===== config.mk =====
export PLATFORM = sky130hd
export DESIGN_NAME = http_request_header_tokenizer
export DESIGN_NICKNAME = d
export VERILOG_FILES = /design/src/hw/rtl/htok_pkg.sv /design/src/hw/rtl/http_request_header_tokenizer.sv /design/src/hw/rtl/htok_step.sv
export VERILOG_INCLUDE_DIRS = /design/src /design/src/hw/rtl
export SDC_FILE = /design/constraint.sdc
export NUM_CORES = 1
export LEC_CHECK = 0
export ABC_AREA = 1
export BUFFER_PORTS_ARGS = -buffer_cell sky130_fd_sc_hd__buf_2
export CAP_MARGIN = 10
export CORE_MARGIN = 1
export CORE_UTILIZATION = 50
export CTS_BUF_LIST = sky130_fd_sc_hd__clkbuf_8
export DETAILED_ROUTE_END_ITERATION = 8
export PLACE_DENSITY = 0.77
export SYNTH_ARGS = -nofsm -noshare
export SYNTH_HDL_FRONTEND = slang
export SYNTH_SLANG_ARGS = --single-unit

===== constraint.sdc =====
create_clock -name clock -period 2.1 [get_ports clock]
set_input_delay 0.105 -clock clock [delete_from_list [all_inputs] [get_ports clock]]
set_output_delay 0.105 -clock clock [all_outputs]
set_load 0.05 [all_outputs]

===== src/hw/rtl/http_request_header_tokenizer_macros.svh =====
// Assertion macros for the HTTP request header tokenizer.
// Self-contained; included by the RTL files that carry assertions.
`ifndef HTTP_REQUEST_HEADER_TOKENIZER_MACROS_SVH
`define HTTP_REQUEST_HEADER_TOKENIZER_MACROS_SVH

// Condition a implies condition b in the same cycle.
`define HTOK_ASSERT_IMPLY(label, clk, rst, a, b, msg) \
   label: assert property (@(posedge clk) disable iff (rst) (a) |-> (b)) else $error(msg);

// Condition a implies condition b in the next cycle.
`define HTOK_ASSERT_NEXT(label, clk, rst, a, b, msg) \
   label: assert property (@(posedge clk) disable iff (rst) (a) |=> (b)) else $error(msg);

`endif


===== src/hw/rtl/htok_pkg.sv =====
// Shared types and constants of the HTTP request header tokenizer.
// No dependencies; used by htok_step and the top level.
`default_nettype none

package htok_pkg;

   // Parse phases of the request.
   typedef enum logic [3:0] {
      PH_METHOD_FIRST = 4'd0,
      PH_METHOD       = 4'd1,
      PH_URL_FIRST    = 4'd2,
      PH_URL          = 4'd3,
      PH_VER_FIRST    = 4'd4,
      PH_VER          = 4'd5,
      PH_LINE_START   = 4'd6,
      PH_NAME         = 4'd7,
      PH_SKIP         = 4'd8,
      PH_VALUE        = 4'd9,
      PH_BODY_FIRST   = 4'd10,
      PH_BODY         = 4'd11,
      PH_FAILED       = 4'd12
   } phase_type;

   // Field kinds of a tagged byte.
   localparam logic [2:0] KIND_DELIM   = 3'd0;
   localparam logic [2:0] KIND_METHOD  = 3'd1;
   localparam logic [2:0] KIND_PATH    = 3'd2;
   localparam logic [2:0] KIND_QUERY   = 3'd3;
   localparam logic [2:0] KIND_VERSION = 3'd4;
   localparam logic [2:0] KIND_NAME    = 3'd5;
   localparam logic [2:0] KIND_VALUE   = 3'd6;
   localparam logic [2:0] KIND_BODY    = 3'd7;

   // Parse verdicts.
   localparam logic [1:0] STATUS_PARSING   = 2'd0;
   localparam logic [1:0] STATUS_ACCEPTED  = 2'd1;
   localparam logic [1:0] STATUS_MALFORMED = 2'd2;

   // Delimiter characters.
   localparam logic [7:0] CHAR_SPACE = 8'h20;
   localparam logic [7:0] CHAR_QMARK = 8'h3F;
   localparam logic [7:0] CHAR_COLON = 8'h3A;
   localparam logic [7:0] CHAR_CR    = 8'h0D;
   localparam logic [7:0] CHAR_LF    = 8'h0A;

   // The only accepted protocol version, one character per position.
   localparam int VERSION_LEN = 8;
   localparam logic [7:0] VERSION_TEXT [VERSION_LEN] = '{
      8'h48, 8'h54, 8'h54, 8'h50, 8'h2F, 8'h31, 8'h2E, 8'h31
   };

   // Parser state carried from one byte to the next.
   typedef struct packed {
      phase_type  phase;
      logic [3:0] ver_idx;
      logic       ver_mismatch;
      logic       query_seen;
      logic       pending_cr;
      logic [1:0] final_status;
   } state_type;

   localparam state_type STATE_RESET = '{
      phase:        PH_METHOD_FIRST,
      ver_idx:      4'd0,
      ver_mismatch: 1'b0,
      query_seen:   1'b0,
      pending_cr:   1'b0,
      final_status: STATUS_PARSING
   };

   // Tag attached to one byte.
   typedef struct packed {
      logic [2:0] kind;
      logic       start;
      logic [1:0] status;
   } tag_type;

endpackage

`default_nettype wire


===== src/hw/rtl/http_request_header_tokenizer.sv =====
// Top level of the HTTP request header tokenizer; depends on htok_pkg, htok_step and the macros.
// A request accepted at a clock edge is held in the input register, then loaded into the result
// register that drives rsp_*; while the result is stalled, it waits in the input register.
// Throughput: one byte per cycle unless rsp_ready stalls the result; the input register refills
// in the same cycle the output register is loaded, so the parse state updates once per byte.
// Reset (synchronous, active high) empties both registers and restarts the parser.
`default_nettype none
`include "http_request_header_tokenizer_macros.svh"

module http_request_header_tokenizer (
   input  wire logic       clock,
   input  wire logic       reset,
   input  wire logic       req_valid,
   output logic            req_ready,
   input  wire logic [7:0] req_data_byte,
   input  wire logic       req_end_of_buffer,
   output logic            rsp_valid,
   input  wire logic       rsp_ready,
   output logic [7:0]      rsp_out_byte,
   output logic [2:0]      rsp_field_kind,
   output logic            rsp_field_start,
   output logic [1:0]      rsp_parse_status
);

   // Input register.
   logic                in_valid_ff;
   logic [7:0]          in_byte_ff;
   logic                in_last_ff;

   // Parser state and output register.
   htok_pkg::state_type state_ff;
   htok_pkg::state_type state_in;
   htok_pkg::tag_type   tag_in;
   htok_pkg::tag_type   out_tag_ff;
   logic [7:0]          out_byte_ff;
   logic                out_valid_ff;

   logic                out_free;
   logic                advance;

   // Handshake: a byte moves on when the output register is empty or being drained.
   assign out_free  = !out_valid_ff || rsp_ready;
   assign advance   = in_valid_ff && out_free;
   assign req_ready = !in_valid_ff || advance;

   htok_step u_step (
      .cur_state (state_ff),
      .data_byte (in_byte_ff),
      .last_byte (in_last_ff),
      .nxt_state (state_in),
      .tag       (tag_in)
   );

   // Input register.
   always_ff @(posedge clock) begin
      if (reset) begin
         in_valid_ff <= 1'b0;
      end else if (req_ready) begin
         in_valid_ff <= req_valid;
      end
      if (req_ready && req_valid) begin
         in_byte_ff <= req_data_byte;
         in_last_ff <= req_end_of_buffer;
      end
   end

   // Parser state and result register advance together.
   always_ff @(posedge clock) begin
      if (reset) begin
         state_ff     <= htok_pkg::STATE_RESET;
         out_valid_ff <= 1'b0;
      end else begin
         if (advance) begin
            state_ff <= state_in;
         end
         if (out_free) begin
            out_valid_ff <= in_valid_ff;
         end
      end
      if (advance) begin
         out_byte_ff <= in_byte_ff;
         out_tag_ff  <= tag_in;
      end
   end

   assign rsp_valid        = out_valid_ff;
   assign rsp_out_byte     = out_byte_ff;
   assign rsp_field_kind   = out_tag_ff.kind;
   assign rsp_field_start  = out_tag_ff.start;
   assign rsp_parse_status = out_tag_ff.status;

   // Consistency checks.
   `HTOK_ASSERT_IMPLY(a_delim_no_start, clock, reset,
      rsp_valid && rsp_field_kind == htok_pkg::KIND_DELIM, !rsp_field_start,
      "delimiter byte flagged as field start")
   `HTOK_ASSERT_IMPLY(a_failed_status, clock, reset,
      state_ff.phase == htok_pkg::PH_FAILED,
      state_ff.final_status == htok_pkg::STATUS_MALFORMED && !state_ff.pending_cr,
      "failed phase without malformed verdict")
   `HTOK_ASSERT_IMPLY(a_body_status, clock, reset,
      state_ff.phase == htok_pkg::PH_BODY_FIRST || state_ff.phase == htok_pkg::PH_BODY,
      state_ff.final_status == htok_pkg::STATUS_ACCEPTED,
      "body phase without accepted verdict")
   `HTOK_ASSERT_IMPLY(a_cr_phase, clock, reset, state_ff.pending_cr,
      state_ff.phase == htok_pkg::PH_VER_FIRST || state_ff.phase == htok_pkg::PH_VER ||
      state_ff.phase == htok_pkg::PH_LINE_START || state_ff.phase == htok_pkg::PH_SKIP ||
      state_ff.phase == htok_pkg::PH_VALUE,
      "pending CR in a phase that cannot end a line")
   `HTOK_ASSERT_NEXT(a_stall_holds, clock, reset, rsp_valid && !rsp_ready,
      rsp_valid && $stable(state_ff),
      "parser state moved while the result was stalled")

endmodule

`default_nettype wire


===== src/hw/rtl/htok_step.sv =====
// One parse step: tags a byte and computes the parser state after it.
// Depends on htok_pkg.
`default_nettype none

module htok_step (
   input  wire htok_pkg::state_type cur_state,
   input  wire logic [7:0]          data_byte,
   input  wire logic                last_byte,
   output htok_pkg::state_type      nxt_state,
   output htok_pkg::tag_type        tag
);

   htok_pkg::state_type st;
   logic [2:0]          kind;
   logic                start;
   logic [1:0]          status;

   always_comb begin
      st    = cur_state;
      kind  = htok_pkg::KIND_DELIM;
      start = 1'b0;

      if (cur_state.pending_cr) begin
         // A CR ended a line; only LF may follow.
         st.pending_cr = 1'b0;
         if (data_byte != htok_pkg::CHAR_LF) begin
            st.phase        = htok_pkg::PH_FAILED;
            st.final_status = htok_pkg::STATUS_MALFORMED;
         end else if (cur_state.phase == htok_pkg::PH_VER_FIRST ||
                      cur_state.phase == htok_pkg::PH_VER) begin
            if (cur_state.ver_idx == 4'(htok_pkg::VERSION_LEN) && !cur_state.ver_mismatch) begin
               st.phase = htok_pkg::PH_LINE_START;
            end else begin
               st.phase        = htok_pkg::PH_FAILED;
               st.final_status = htok_pkg::STATUS_MALFORMED;
            end
         end else if (cur_state.phase == htok_pkg::PH_LINE_START) begin
            st.phase        = htok_pkg::PH_BODY_FIRST;
            st.final_status = htok_pkg::STATUS_ACCEPTED;
         end else begin
            st.phase = htok_pkg::PH_LINE_START;
         end
      end else begin
         unique case (cur_state.phase) inside
            htok_pkg::PH_METHOD_FIRST, htok_pkg::PH_METHOD: begin
               if (data_byte == htok_pkg::CHAR_SPACE) begin
                  st.phase = htok_pkg::PH_URL_FIRST;
               end else begin
                  kind     = htok_pkg::KIND_METHOD;
                  start    = (cur_state.phase == htok_pkg::PH_METHOD_FIRST);
                  st.phase = htok_pkg::PH_METHOD;
               end
            end
            htok_pkg::PH_URL_FIRST, htok_pkg::PH_URL: begin
               if (data_byte == htok_pkg::CHAR_SPACE) begin
                  st.phase = htok_pkg::PH_VER_FIRST;
               end else if (data_byte == htok_pkg::CHAR_QMARK && !cur_state.query_seen) begin
                  st.query_seen = 1'b1;
                  st.phase      = htok_pkg::PH_URL_FIRST;
               end else begin
                  kind     = cur_state.query_seen ? htok_pkg::KIND_QUERY : htok_pkg::KIND_PATH;
                  start    = (cur_state.phase == htok_pkg::PH_URL_FIRST);
                  st.phase = htok_pkg::PH_URL;
               end
            end
            htok_pkg::PH_VER_FIRST, htok_pkg::PH_VER: begin
               if (data_byte == htok_pkg::CHAR_CR) begin
                  st.pending_cr = 1'b1;
               end else begin
                  kind     = htok_pkg::KIND_VERSION;
                  start    = (cur_state.phase == htok_pkg::PH_VER_FIRST);
                  st.phase = htok_pkg::PH_VER;
                  // The index saturates at the text length; any extra byte is a mismatch.
                  if (cur_state.ver_idx[3]) begin
                     st.ver_mismatch = 1'b1;
                  end else begin
                     if (htok_pkg::VERSION_TEXT[cur_state.ver_idx[2:0]] != data_byte) begin
                        st.ver_mismatch = 1'b1;
                     end
                     st.ver_idx = cur_state.ver_idx + 4'd1;
                  end
               end
            end
            htok_pkg::PH_LINE_START: begin
               if (data_byte == htok_pkg::CHAR_CR) begin
                  st.pending_cr = 1'b1;
               end else if (data_byte == htok_pkg::CHAR_COLON) begin
                  st.phase = htok_pkg::PH_SKIP;
               end else begin
                  kind     = htok_pkg::KIND_NAME;
                  start    = 1'b1;
                  st.phase = htok_pkg::PH_NAME;
               end
            end
            htok_pkg::PH_NAME: begin
               // A CR inside a name means a header line without a colon.
               if (data_byte == htok_pkg::CHAR_COLON) begin
                  st.phase = htok_pkg::PH_SKIP;
               end else if (data_byte == htok_pkg::CHAR_CR) begin
                  st.phase        = htok_pkg::PH_FAILED;
                  st.final_status = htok_pkg::STATUS_MALFORMED;
               end else begin
                  kind = htok_pkg::KIND_NAME;
               end
            end
            htok_pkg::PH_SKIP: begin
               if (data_byte == htok_pkg::CHAR_SPACE) begin
                  st.phase = htok_pkg::PH_SKIP;
               end else if (data_byte == htok_pkg::CHAR_CR) begin
                  st.pending_cr = 1'b1;
               end else begin
                  kind     = htok_pkg::KIND_VALUE;
                  start    = 1'b1;
                  st.phase = htok_pkg::PH_VALUE;
               end
            end
            htok_pkg::PH_VALUE: begin
               if (data_byte == htok_pkg::CHAR_CR) begin
                  st.pending_cr = 1'b1;
               end else begin
                  kind = htok_pkg::KIND_VALUE;
               end
            end
            htok_pkg::PH_BODY_FIRST: begin
               kind     = htok_pkg::KIND_BODY;
               start    = 1'b1;
               st.phase = htok_pkg::PH_BODY;
            end
            htok_pkg::PH_BODY: begin
               kind = htok_pkg::KIND_BODY;
            end
            default: begin
               st.phase        = htok_pkg::PH_FAILED;
               st.final_status = htok_pkg::STATUS_MALFORMED;
               st.pending_cr   = 1'b0;
            end
         endcase
      end

      // At the end of the buffer an open request is judged, then the parser restarts.
      status = st.final_status;
      if (last_byte) begin
         if (status == htok_pkg::STATUS_PARSING) begin
            status = (st.phase == htok_pkg::PH_LINE_START && !st.pending_cr) ?
                     htok_pkg::STATUS_ACCEPTED : htok_pkg::STATUS_MALFORMED;
         end
         st = htok_pkg::STATE_RESET;
      end
   end

   assign nxt_state  = st;
   assign tag.kind   = kind;
   assign tag.start  = start;
   assign tag.status = status;

endmodule

`default_nettype wire

==> results.json <==
{
  "status": "finished clean",
  "dpl.hpwl_um": 3350,
  "worstSetupPathType": "flop to flop",
  "fin_skew_ns": 0.00649,
  "synth_nets": 288,
  "regArea_um2": 991,
  "synth_warnings": 0,
  "hold_viol": 0,
  "synth_cell_types": 32,
  "final_cell_mix": "69 x nand2_1, 36 x inv_1, 30 x nor2_1",
  "setup_tns_ns": 0,
  "die_width_um": 67.1,
  "place_area_mm2": 0.00231,
  "io_buffer_count": 28,
  "syn_area_per_cell_um2": 7.79,
  "crit_top_cell": "nand2_1",
  "vdd_drop_max_mv": 0.538,
  "grt_max_degree": 17,
  "vias_per_cell": 5.12,
  "p_total_uw": 1600,
  "final_antenna_net_count": 0,
  "cp_max_fo": 6,
  "cp_slowest_cell": "edfxtp_1",
  "final_nets": 330,
  "dieHeight_um": 67.1,
  "cts_root_buf": "clkbuf_8",
  "cp.required_ns": 2.14,
  "rows": 23,
  "numCtsBuffers": 5,
  "reg2reg_from": "in_byte_ff[7]",
  "place_congestion": 0.927,
  "worstHoldPathType": "primary input to flop",
  "clock_sink_count": 38,
  "n_antenna_cell": 0,
  "wl_per_cell_um": 12.1,
  "critical_path.endpoint_type": "flop",
  "syn_to_final_growth_pct": 18.2,
  "period_share_pct": 86.8,
  "ios": 29,
  "timing.critical_path.from": "in_byte_ff[7]",
  "max_stage_delay_ns": 0.40,
  "wirelength_um": 4430,
  "synth.yosys.seq_area_share_pct": 46.8,
  "cts.path.max_buffers": 2,
  "setup_violations": 0,
  "drc_errors": 0,
  "design.core.area_mm2": 0.00403,
  "yosys_register_bits": 38,
  "timing.fmax_ghz": 0.549,
  "layout_min_cycle_time_ns": 1.82,
  "critPathTopFamily": "simple AND/OR/NAND/NOR gates",
  "rsz0062_at_grt": "false",
  "die-area_mm2": 0.00450,
  "worst_ep_arrival_time_ns": 1.86,
  "cts_htree_levels": 2,
  "multiInputGateArea_um2": 950,
  "cts_setup_buffers": 0,
  "grt_pass1_wl_um": 7090,
  "worstMarginPinSlew_ns": 0.387,
  "drive_gt1_share_pct": 18.4,
  "antenna_found_initial": 0,
  "maxSlewViolCount": 0,
  "max_slew_margin_pct": 74.1,
  "path_cells": "inv_1 > nand2_1 > nor2_1 > nand2_1 > nand3_1 > nand2_1 > a21oi_1 > a21oi_1",
  "setup.worst_path.start_class": "flop",
  "worstHoldStart": "req_valid",
  "path_clk_slew_ns": 0.07,
  "p_leak_uw": 0.00108,
  "fillers": 352,
  "cp.buffers_inverters": 1,
  "vias": 1870,
  "insertion_delay_ns": 0.29,
  "grt_pass1_vias": 1581,
  "grt-ovfl-total": 0,
  "cts_tree": "done",
  "p_per_area_mw_per_mm2": 639,
  "netlist_area_mm2": 0.00212,
  "final_area_mm2": 0.00251,
  "initial_core_util_pct": 52.6,
  "max_cap_violations": 0,
  "drt-initial-drc-count": 125,
  "final_common_cell": "nand2_1",
  "dr.pass1.iters": 5,
  "grt_usage_pct": 21.5,
  "syn-instance-count": 272
}
-- sequential cells by signal (all words and copies together) (netlist names) --
register	cells
state_ff	13
in_byte_ff	8
rsp_out_byte	8
rsp_field_kind	3
rsp_parse_status	2
in_last_ff	1
in_valid_ff	1
rsp_field_start	1
rsp_valid	1
-- synth_stat cells, drive strengths merged --
library cell | number | area [um^2]
nand2 | 75 | 307
inv | 40 | 150
nor2 | 35 | 159
nand3 | 26 | 135
edfxtp | 23 | 691
a21oi | 18 | 90.1
dfxtp | 15 | 300
o21ai | 14 | 92.6
nand4 | 7 | 43.8
ha | 3 | 37.5
a31oi | 2 | 12.5
buf | 2 | 16.3
o21a | 2 | 15.0
xor2 | 2 | 17.5
a41oi | 1 | 8.76
and2 | 1 | 6.26
and3 | 1 | 6.26
clkbuf | 1 | 3.75
clkinv | 1 | 8.76
nand3b | 1 | 7.51
nor3 | 1 | 5.00
or2 | 1 | 6.26
-- logic make-up (layout without fill, tap and decap cells) --
| kind of cell | Yosys count | count (layout) | synth area share [%] |
|---|---|---|---|
| compound gates | 37 | 37 | 10.3 |
| buf+inv | 44 | 87 | 8.44 |
| simple gates | 148 | 148 | 31.9 |
| fa+ha+maj | 3 | 3 | 1.77 |
| xor+xnor | 2 | 2 | 0.827 |
| flops | 38 | 38 | 46.8 |
-- power breakdown --
group	internal (uW)	leakage, uW	switching, uW
Clock	346	0.0000570	250
Sequential	821	0.000336	18.0
Combinational	53.1	0.000689	113
Total	1220	0.00108	382
-- per-stage QoR --
step	setup WS, ns	std cells	hold WS, ns	util [%]
floorplan	0.238	272	0.204	-
global placement	0.409	348	0.282	57.3
global route	0.128	365	0.112	62.2
CTS	0.320	365	0.0793	62.2
detailed placement	0.334	348	0.283	57.3
finish	0.278	365	0.0872	62.2
-- final timing paths --
path                                        end  slack [ns]  cells past startpoint
worst max-delay path            rsp_field_start        0.28                      8
worst min-delay path                in_valid_ff        0.09                      3
worst max register to register  rsp_field_start        0.28                      8
worst min register to register  rsp_out_byte[6]        0.46                      0
-- metal layers --
layer  wire length (um)  GRT usage, %  up-vias
li1                   -             -      970
met1               2010          28.8      835
met2               2070          32.9       59
met3                279          4.97        6
met4                 74          9.04        0
met5                  0             0        -
-- worst min-delay path, stage by stage --
cell     delay [ns]
buf_2          0.10
nand2_1        0.07
a21oi_1        0.06
-- what timing repair did --
action	CTS	global route
resized for setup	0	0
hold buffers	9	0
hold endpoints to repair	9	0
-- final cells by class --
| type | instances | share of cell area (%) |
|---|---|---|
| sequential | 38 | 39.5 |
| multi-input combinational | 190 | 37.9 |
| timing repair buffer | 38 | 9.49 |
| inverter | 41 | 6.34 |
| clock buffer | 5 | 2.75 |
| tap | 50 | 2.50 |
| clock inverter | 3 | 1.50 |
No activity file was read; power rests on OpenSTA's default activity.
